==> config.mk <==
export PLATFORM = sky130hd
export DESIGN_NAME = ppid_ctrl
export DESIGN_NICKNAME = d
export VERILOG_FILES = /design/src/rtl/ppid_pkg.sv /design/src/rtl/ppid_ctrl.sv
export SDC_FILE = /design/constraint.sdc
export NUM_CORES = 1
export LEC_CHECK = 0
export ABC_AREA = 1
export BUFFER_PORTS_ARGS = -buffer_cell sky130_fd_sc_hd__buf_4
export CORE_MARGIN = 2
export CORE_UTILIZATION = 42
export DETAILED_ROUTE_END_ITERATION = 8
export PLACE_DENSITY_LB_ADDON = 0.1
export SYNTH_ARGS = -nofsm -noshare
export SYNTH_HDL_FRONTEND = slang
export SYNTH_SLANG_ARGS = --single-unit
==> constraint.sdc <==
create_clock -name clock -period 1.2 [get_ports clock]
set_input_delay 0.06 -clock clock [delete_from_list [all_inputs] [get_ports clock]]
set_output_delay 0.06 -clock clock [all_outputs]
set_load 0.01 [all_outputs]
==> src/rtl/ppid_pkg.sv <==
// ppid_pkg: widths, feature constants, register indexes and the command/status
// structs shared by the positional pid regulator modules
// no dependencies
`default_nettype none

package ppid_pkg;

   // fixed point and feature constants
   localparam int FRAC_BITS     = 16;
   localparam int VAR_INT_START = 0;
   localparam int VAR_INT_END   = 0;
   localparam int DERIV_ALPHA   = 0;
   localparam int OUT_OFFSET    = 0;

   localparam bit VAR_ON   = (VAR_INT_END > VAR_INT_START);
   localparam bit ALPHA_ON = (DERIV_ALPHA > 0);

   // widths
   localparam int DATA_W     = 32;
   localparam int ERR_W      = 33;
   localparam int INT_W      = 48;
   localparam int FILT_W     = 34;
   localparam int ACC_W      = 96;
   localparam int Y_W        = 42;
   localparam int SCALE_BITS = 40;
   localparam int DIV_W      = 64;
   localparam int DIV_CNT_W  = $clog2(DIV_W);
   localparam int IDX_W      = 3;

   // register indexes
   localparam logic [IDX_W-1:0] REG_KP           = 3'd0;
   localparam logic [IDX_W-1:0] REG_KI           = 3'd1;
   localparam logic [IDX_W-1:0] REG_KD           = 3'd2;
   localparam logic [IDX_W-1:0] REG_OUT_MAX      = 3'd3;
   localparam logic [IDX_W-1:0] REG_OUT_MIN      = 3'd4;
   localparam logic [IDX_W-1:0] REG_FEATURE_MODE = 3'd5;
   localparam logic [IDX_W-1:0] REG_SEP_BAND     = 3'd6;
   localparam logic [IDX_W-1:0] REG_DEAD_BAND    = 3'd7;

   // operations
   localparam logic OP_UPDATE = 1'b0;
   localparam logic OP_CLEAR  = 1'b1;

   // divider operand selects
   localparam logic [1:0] DIV_VAR     = 2'd0;
   localparam logic [1:0] DIV_LIM_MAX = 2'd1;
   localparam logic [1:0] DIV_LIM_MIN = 2'd2;

   // product terms of the output sum
   localparam logic [1:0] TERM_P = 2'd0;
   localparam logic [1:0] TERM_I = 2'd1;
   localparam logic [1:0] TERM_D = 2'd2;

   typedef struct packed {
      logic       accept;
      logic       prep;
      logic       band;
      logic       vmul;
      logic       div_start;
      logic [1:0] div_sel;
      logic       var_take;
      logic       integ;
      logic       lim_max_take;
      logic       lim_min_take;
      logic       cap;
      logic       deriv;
      logic       filt_mul;
      logic       filt_add;
      logic       mac_step;
      logic [1:0] mac_term;
      logic [1:0] mac_chunk;
      logic       scale;
      logic       finish;
      logic       finish_clear;
   } ppid_cmd_type;

   typedef struct packed {
      logic op_clear;
      logic var_need;
      logic lim_need;
      logic div_done;
      logic out_full;
   } ppid_sts_type;

endpackage

`default_nettype wire

==> src/rtl/ppid_ctrl.sv <==
// ppid_ctrl: sequencing state machine for the regulator update and clear
// depends on ppid_pkg
`default_nettype none

module ppid_ctrl import ppid_pkg::*;
(
   input  wire logic   clock,
   input  wire logic   reset,
   input  wire logic   req_valid,
   output logic        req_ready,
   input  ppid_sts_type sts,
   output ppid_cmd_type cmd
);

   localparam logic [4:0] ST_IDLE    = 5'd0;
   localparam logic [4:0] ST_PREP    = 5'd1;
   localparam logic [4:0] ST_BAND    = 5'd2;
   localparam logic [4:0] ST_VMUL    = 5'd3;
   localparam logic [4:0] ST_VSTART  = 5'd4;
   localparam logic [4:0] ST_VWAIT   = 5'd5;
   localparam logic [4:0] ST_INTEG   = 5'd6;
   localparam logic [4:0] ST_L1START = 5'd7;
   localparam logic [4:0] ST_L1WAIT  = 5'd8;
   localparam logic [4:0] ST_L2START = 5'd9;
   localparam logic [4:0] ST_L2WAIT  = 5'd10;
   localparam logic [4:0] ST_CAP     = 5'd11;
   localparam logic [4:0] ST_DERIV   = 5'd12;
   localparam logic [4:0] ST_FILT1   = 5'd13;
   localparam logic [4:0] ST_FILT2   = 5'd14;
   localparam logic [4:0] ST_MAC     = 5'd15;
   localparam logic [4:0] ST_SCALE   = 5'd16;
   localparam logic [4:0] ST_OUT     = 5'd17;
   localparam logic [4:0] ST_CLEAR   = 5'd18;

   logic [4:0] state_ff, state_in;
   logic [1:0] term_ff, term_in, chunk_ff, chunk_in;

   assign req_ready = (state_ff == ST_IDLE);

   always_comb begin
      cmd      = '0;
      state_in = state_ff;
      term_in  = term_ff;
      chunk_in = chunk_ff;
      cmd.mac_term  = term_ff;
      cmd.mac_chunk = chunk_ff;
      case (state_ff)
         ST_IDLE: begin
            if (req_valid) begin
               cmd.accept = 1'b1;
               state_in   = ST_PREP;
            end
         end
         ST_PREP: begin
            if (sts.op_clear) begin
               state_in = ST_CLEAR;
            end else begin
               cmd.prep = 1'b1;
               state_in = ST_BAND;
            end
         end
         ST_BAND: begin
            cmd.band = 1'b1;
            state_in = ST_INTEG;
         end
         ST_INTEG: begin
            if (sts.var_need) begin
               state_in = ST_VMUL;
            end else begin
               cmd.integ = 1'b1;
               state_in  = ST_L1START;
            end
         end
         ST_VMUL: begin
            cmd.vmul = 1'b1;
            state_in = ST_VSTART;
         end
         ST_VSTART: begin
            cmd.div_start = 1'b1;
            cmd.div_sel   = DIV_VAR;
            state_in      = ST_VWAIT;
         end
         ST_VWAIT: begin
            if (sts.div_done) begin
               cmd.var_take = 1'b1;
               state_in     = ST_INTEG;
            end
         end
         ST_L1START: begin
            if (sts.lim_need) begin
               cmd.div_start = 1'b1;
               cmd.div_sel   = DIV_LIM_MAX;
               state_in      = ST_L1WAIT;
            end else begin
               state_in = ST_DERIV;
            end
         end
         ST_L1WAIT: begin
            if (sts.div_done) begin
               cmd.lim_max_take = 1'b1;
               state_in         = ST_L2START;
            end
         end
         ST_L2START: begin
            cmd.div_start = 1'b1;
            cmd.div_sel   = DIV_LIM_MIN;
            state_in      = ST_L2WAIT;
         end
         ST_L2WAIT: begin
            if (sts.div_done) begin
               cmd.lim_min_take = 1'b1;
               state_in         = ST_CAP;
            end
         end
         ST_CAP: begin
            cmd.cap  = 1'b1;
            state_in = ST_DERIV;
         end
         ST_DERIV: begin
            cmd.deriv = 1'b1;
            state_in  = ALPHA_ON ? ST_FILT1 : ST_MAC;
         end
         ST_FILT1: begin
            cmd.filt_mul = 1'b1;
            state_in     = ST_FILT2;
         end
         ST_FILT2: begin
            cmd.filt_add = 1'b1;
            state_in     = ST_MAC;
         end
         ST_MAC: begin
            cmd.mac_step = 1'b1;
            if (chunk_ff == 2'd2) begin
               chunk_in = 2'd0;
               if (term_ff == TERM_D) begin
                  term_in  = TERM_P;
                  state_in = ST_SCALE;
               end else begin
                  term_in = term_ff + 2'd1;
               end
            end else begin
               chunk_in = chunk_ff + 2'd1;
            end
         end
         ST_SCALE: begin
            cmd.scale = 1'b1;
            state_in  = ST_OUT;
         end
         ST_OUT: begin
            if (!sts.out_full) begin
               cmd.finish = 1'b1;
               state_in   = ST_IDLE;
            end
         end
         ST_CLEAR: begin
            if (!sts.out_full) begin
               cmd.finish_clear = 1'b1;
               state_in         = ST_IDLE;
            end
         end
         default: begin
            state_in = ST_IDLE;
         end
      endcase
   end

   always_ff @(posedge clock) begin
      if (reset) begin
         state_ff <= ST_IDLE;
         term_ff  <= TERM_P;
         chunk_ff <= 2'd0;
      end else begin
         state_ff <= state_in;
         term_ff  <= term_in;
         chunk_ff <= chunk_in;
      end
   end

`ifndef NO_ASSERTIONS
   a_mac_counters_rest: assert property (@(posedge clock) disable iff (reset)
      state_ff != ST_MAC |-> (term_ff == TERM_P && chunk_ff == 2'd0))
      else $error("mac counters not at rest outside mac");

   a_finish_has_room: assert property (@(posedge clock) disable iff (reset)
      (cmd.finish || cmd.finish_clear) |-> !sts.out_full)
      else $error("result written over a pending word");

   a_accept_goes_prep: assert property (@(posedge clock) disable iff (reset)
      cmd.accept |=> state_ff == ST_PREP)
      else $error("accepted word not sequenced");

   a_div_start_from_wait: assert property (@(posedge clock) disable iff (reset)
      cmd.div_start |=> (state_ff == ST_VWAIT || state_ff == ST_L1WAIT
                         || state_ff == ST_L2WAIT))
      else $error("divider started outside a wait sequence");
`endif

endmodule

`default_nettype wire

==> metrics.md, run 1 <==
| Metric | Value |
|---|---|
| H-tree levels | 1 |
| Clock root cell | clkbuf_4 |
| Post-Synthesis Net Count | 133 |
| Largest net degree at the start of global routing | 9 |
| Asr flop ratio synth | 0% |
| Cells after Synth | 125 |
| Cell Area, Synth | 793 um2 |
| Ports | 32 |
| Number of synthesized register bits | 9 |
| CTS sink count | 9 |
| CTS Buf Count | 3 |
| Ys Warns | 0 |
| Yosys top cell by area | dfxtp_1 |
| Syn Area/Cell | 6.35 um2 |
| RePlAce Congestion | 0.916 |
| Worst End Pin Type | primary output |
| Die width | 47.5 um |
| Post-Place Cells | 207 |
| Rows | 15 |
| Synth cell count leaders | nor2_1 (20), nand2_1 (14), inv_1 (13), dfxtp_1 (9), nand3_1 (8) |
| Initial Util | 45.4% |
| GR repair worst EP | cmd[18] |
| Count of cell types in the netlist | 24 |
| Die H | 47.5 um |
| Sequential share of the synthesized area | 22.7% |
| Synth top area share | 22.7% |
| Halt Stage | global routing |
| EDFF count, synth | 0 |
| Most frequent cell after synthesis | nor2_1 |
| Quantity of I/O buffers inserted on ports | 31 |
| CTS max path bufs | 2 |
| Status | did not finish |
| Dominant cells by area after synthesis | dfxtp_1 (23%), nor2_1 (9.5%), nand2_1 (6.6%) |
| Main synth FF type | dfxtp_1 |
| Err | [ERROR DPL-0038] Utilization greater than 100%, impossible to legalize |
| Detail Placement HPWL | 2.07 mm |
==> what timing repair did <==
action | CTS
hold buffers | 1
resized for setup | 55
buffers inserted | 14
endpoints found under the setup margin | 26
pin swaps | 15
endpoints found under the hold margin | 2
==> stage by stage <==
step                setup TNS [ps]  worst slack [ps]  instance area (um2)  hold slack [ps]
floorplan                     -116             -29.6                  806              174
global placement              -629              -144                 1260              286
detailed placement            -978              -191                 1260              287
CTS                          -3100              -180                 1600              114
==> cell families after synthesis <==
group	share of synthesized area, %
simple gates	49.8
buf+inv	11.8
compound gates	15.6
flops	22.7
==> inputs of run 2 (changes only) <==
--- a/config.mk
+++ b/config.mk
@@ -7,10 +7,10 @@
 export LEC_CHECK = 0
 export ABC_AREA = 1
 export BUFFER_PORTS_ARGS = -buffer_cell sky130_fd_sc_hd__buf_4
-export CORE_MARGIN = 2
-export CORE_UTILIZATION = 42
+export CORE_AREA = 2 2 63 65
 export DETAILED_ROUTE_END_ITERATION = 8
-export PLACE_DENSITY_LB_ADDON = 0.1
+export DIE_AREA = 0 0 65 67
+export PLACE_DENSITY_LB_ADDON = 0.15
 export SYNTH_ARGS = -nofsm -noshare
 export SYNTH_HDL_FRONTEND = slang
 export SYNTH_SLANG_ARGS = --single-unit
==> constraint.sdc (replaced) <==
create_clock -name clock -period 1.56 [get_ports clock]
set_input_delay 0.078 -clock clock [delete_from_list [all_inputs] [get_ports clock]]
set_output_delay 0.078 -clock clock [all_outputs]
set_load 0.01 [all_outputs]
==> run 2 against run 1 <==
Effect of this change: the flow now finishes without violations; synthesized area stayed put; synthesized cell count unchanged.
==> metrics.md, run 2 <==
| Metric | Value |
|---|---|
| DRT Pass-1 Iters | 4 |
| Die H | 67 um |
| Core area | 0.00361 mm2 |
| RePlAce Congestion | 0.800 |
| CP bufs+invs | 2 |
| Most flop-heavy register | state_ff |
| Worst-path clk slew | 40 ps |
| Setup CP Type | reg -> out |
| Max IR drop VDD | 0.605 mV |
| Later-pin clock latency in the skew report | 220 ps |
| Worst path arrival time | 1360 ps |
| Leak Pwr | 0.574 nW |
| Net Sw Power | 0.729 mW |
| Final core occ | 32.3% |
| Routed wire length | 2.34 mm |
| Post-Place Cells | 204 |
| Leading cell type in the layout, fill and taps excluded | buf_4 |
| Layout fillers | 424 |
| Int Pwr | 0.831 mW |
| WL per Instance | 11.2 um |
| Synth top area share | 22.7% |
| Drt initial violations | 36 |
| Worst path cell trace | nand2_2 -> nor2_1 -> inv_1 -> nor2_1 -> nor2_1 -> nand2_1 -> buf_4 |
| Pwr per Cell Area | 1340 mW/mm2 |
| Count of cell types in the netlist | 24 |
| Initial Util | 22.0% |
| Worst Hold Slack | 84.4 ps |
| Final cell count without fillers | 210 |
| Slew margin rel. | 82.8% |
| Clock root cell | clkbuf_8 |
| Combinational share of power | 60.1% |
| Final Setup Violations | 0 |
| Slew Viols, Final | 0 |
| Final antenna-violating net count | 0 |
| Worst-Margin Slew | 257 ps |
| Rows | 22 |
| Flop pwr share | 23.4% |
| Setup tns final | 0 ps |
| Net count, final | 171 |
| Syn Area/Cell | 6.35 um2 |
| EDFF count, synth | 0 |
| CTS Buf Count | 3 |
| Ports | 32 |
| Total gr overflow | 0 |
| Worst setup EP type | primary output |
| Max FFs per register | 5 |
| Final Skew | 1.87 ps |
| Status | complete, no violations |
| Area growth, synth to finish | 47.0% |
| GRT Total Usage | 11.3% |
| Critical Path RT | 1480 ps |
| Yosys top cell by area | dfxtp_1 |
| Cell Area, Synth | 793 um2 |
| Highest-delay cell along the critical path | dfxtp_1 |
| Crit path largest cell delay | 450 ps |
| Hold Vio Cnt, Final | 0 |
| Die width | 65 um |
| Proportion of layout cells with a drive suffix above 1 | 43.2% |
| Switching share of power | 46.7% |
| Dominant cells by area after synthesis | dfxtp_1 (23%), nor2_1 (9.5%), nand2_1 (6.6%) |
| H-tree levels | 1 |
| Hold Path Class | in -> reg |
| CTS tree | done |
| Max Cap Violations | 0 |
| Most frequent cells in the layout | buf_4 (36), nor2_1 (18), nand2_1 (14) |
| Synth cell count leaders | nor2_1 (20), nand2_1 (14), inv_1 (13), dfxtp_1 (9), nand3_1 (8) |
| Vias in the first global route | 908 |
| CTS max path bufs | 2 |
| Sequential share of the synthesized area | 22.7% |
| Drt via density | 4.56 |
| Cells after Synth | 125 |
| Largest regs | state_ff (5), chunk_ff (2), term_ff (2) |
| Asr flop ratio synth | 0% |
| Quantity of I/O buffers inserted on ports | 31 |
| Most frequent cell after synthesis | nor2_1 |
| Antenna violations before repair | 0 |
| Main synth FF type | dfxtp_1 |
| DIE AREA | 0.00436 mm2 |
| Ys Warns | 0 |
| Number of synthesized register bits | 9 |
| Post-route minimum period | 1440 ps |
| RSZ-0062 raised after global routing | no |
| Largest net degree at the start of global routing | 9 |
| Fmax | 696 MHz |
| CP max FO | 6 |
| Crit start category | register |
| Antenna diodes | 0 |
| Total Power Consumption | 1.56 mW |
| Detail Placement HPWL | 1.95 mm |
| Total number of vias | 957 |
| CP most frequent cell | nor2_1 |
| Crit share post-route | 92.1% |
| CTS sink count | 9 |
| Clk pwr share | 16.5% |
| Top Family by Delay on Critical Path | simple AND/OR/NAND/NOR gates |
| Residual DRC | 0 |
| Post-Synthesis Net Count | 133 |
| First-pass GRT wire length | 3.84 mm |
-- run 2: cell counts after synthesis --
No cell type changed its count.
-- run 2: cell families after synthesis --
kind of cell	after synthesis	synth area share, %
AO/OA/AOI/OAI	20	15.6
flip-flops	9	22.7
buffers and inverters	23	11.8
AND/OR/NAND/NOR	73	49.8
-- run 2: timing repair --
item | CTS | global route
hold buffers | 0 | 0
pin swaps | 0 | 1
setup endpoints to repair | 2 | 5
buffers inserted | 0 | 2
resized for setup | 3 | 4
-- run 2: final cells by class --
| class | instances | area [um2] | share of cell area (%) |
|---|---|---|---|
| well taps | 48 | 60.1 | 5.15 |
| inverters | 20 | 75.1 | 6.44 |
| multi-input cells | 93 | 529 | 45.4 |
| repair buffers | 36 | 270 | 23.2 |
| flip-flops and latches | 9 | 186 | 16.0 |
| clock buffers | 4 | 45.0 | 3.86 |
-- run 2: worst paths after layout --
| kind | from | to | slack [ps] | cells past startpoint |
|---|---|---|---|---|
| worst min register to register | term_ff[0]$_SDFFE_PP0P_ | term_ff[0]$_SDFFE_PP0P_ | 500 | 2 |
| worst max register to register | state_ff[1]$_SDFFE_PP0P_ | state_ff[1]$_SDFFE_PP0P_ | 150 | 8 |
| worst min-delay path | reset | state_ff[2]$_SDFFE_PP0P_ | 80 | 2 |
| worst max-delay path | state_ff[1]$_SDFFE_PP0P_ | cmd[18] | 120 | 7 |
-- run 2: metal layers --
metal  up-vias  wire (um)  track usage [%]
met5         -          0                0
met3         4        125             1.52
li1        490          -                -
met1       432       1020             12.7
met4         0         23             5.59
met2        31       1170             20.6
-- run 2: worst register-to-register path, stage by stage (launching register included) --
cell	delay, ps
dfxtp_1	450
inv_2	120
nor2_4	140
inv_2	90
a21oi_1	130
nand2_1	110
nand3_2	120
nand2_1	70
a21oi_2	130
-- run 2: power by group through the flow --
stage	Combinational, mW	Clock [mW]	Sequential (mW)
after floorplan	0.669	0	0.308
after CTS	0.909	0.268	0.356
after global placement	0.912	0	0.351
after global routing	1.03	0.288	0.373
after detailed placement	0.899	0	0.351
final	0.938	0.257	0.365
-- run 2: through the flow --
stage	area [um2]	setup WS (ps)
6_report	1170	124
5_1_grt	1170	11.5
2_1_floorplan	793	256
3_3_place_gp	1090	76.5
3_5_place_dp	1090	90.9
4_1_cts	1140	29.9
Power figures use the tool's default switching activity.
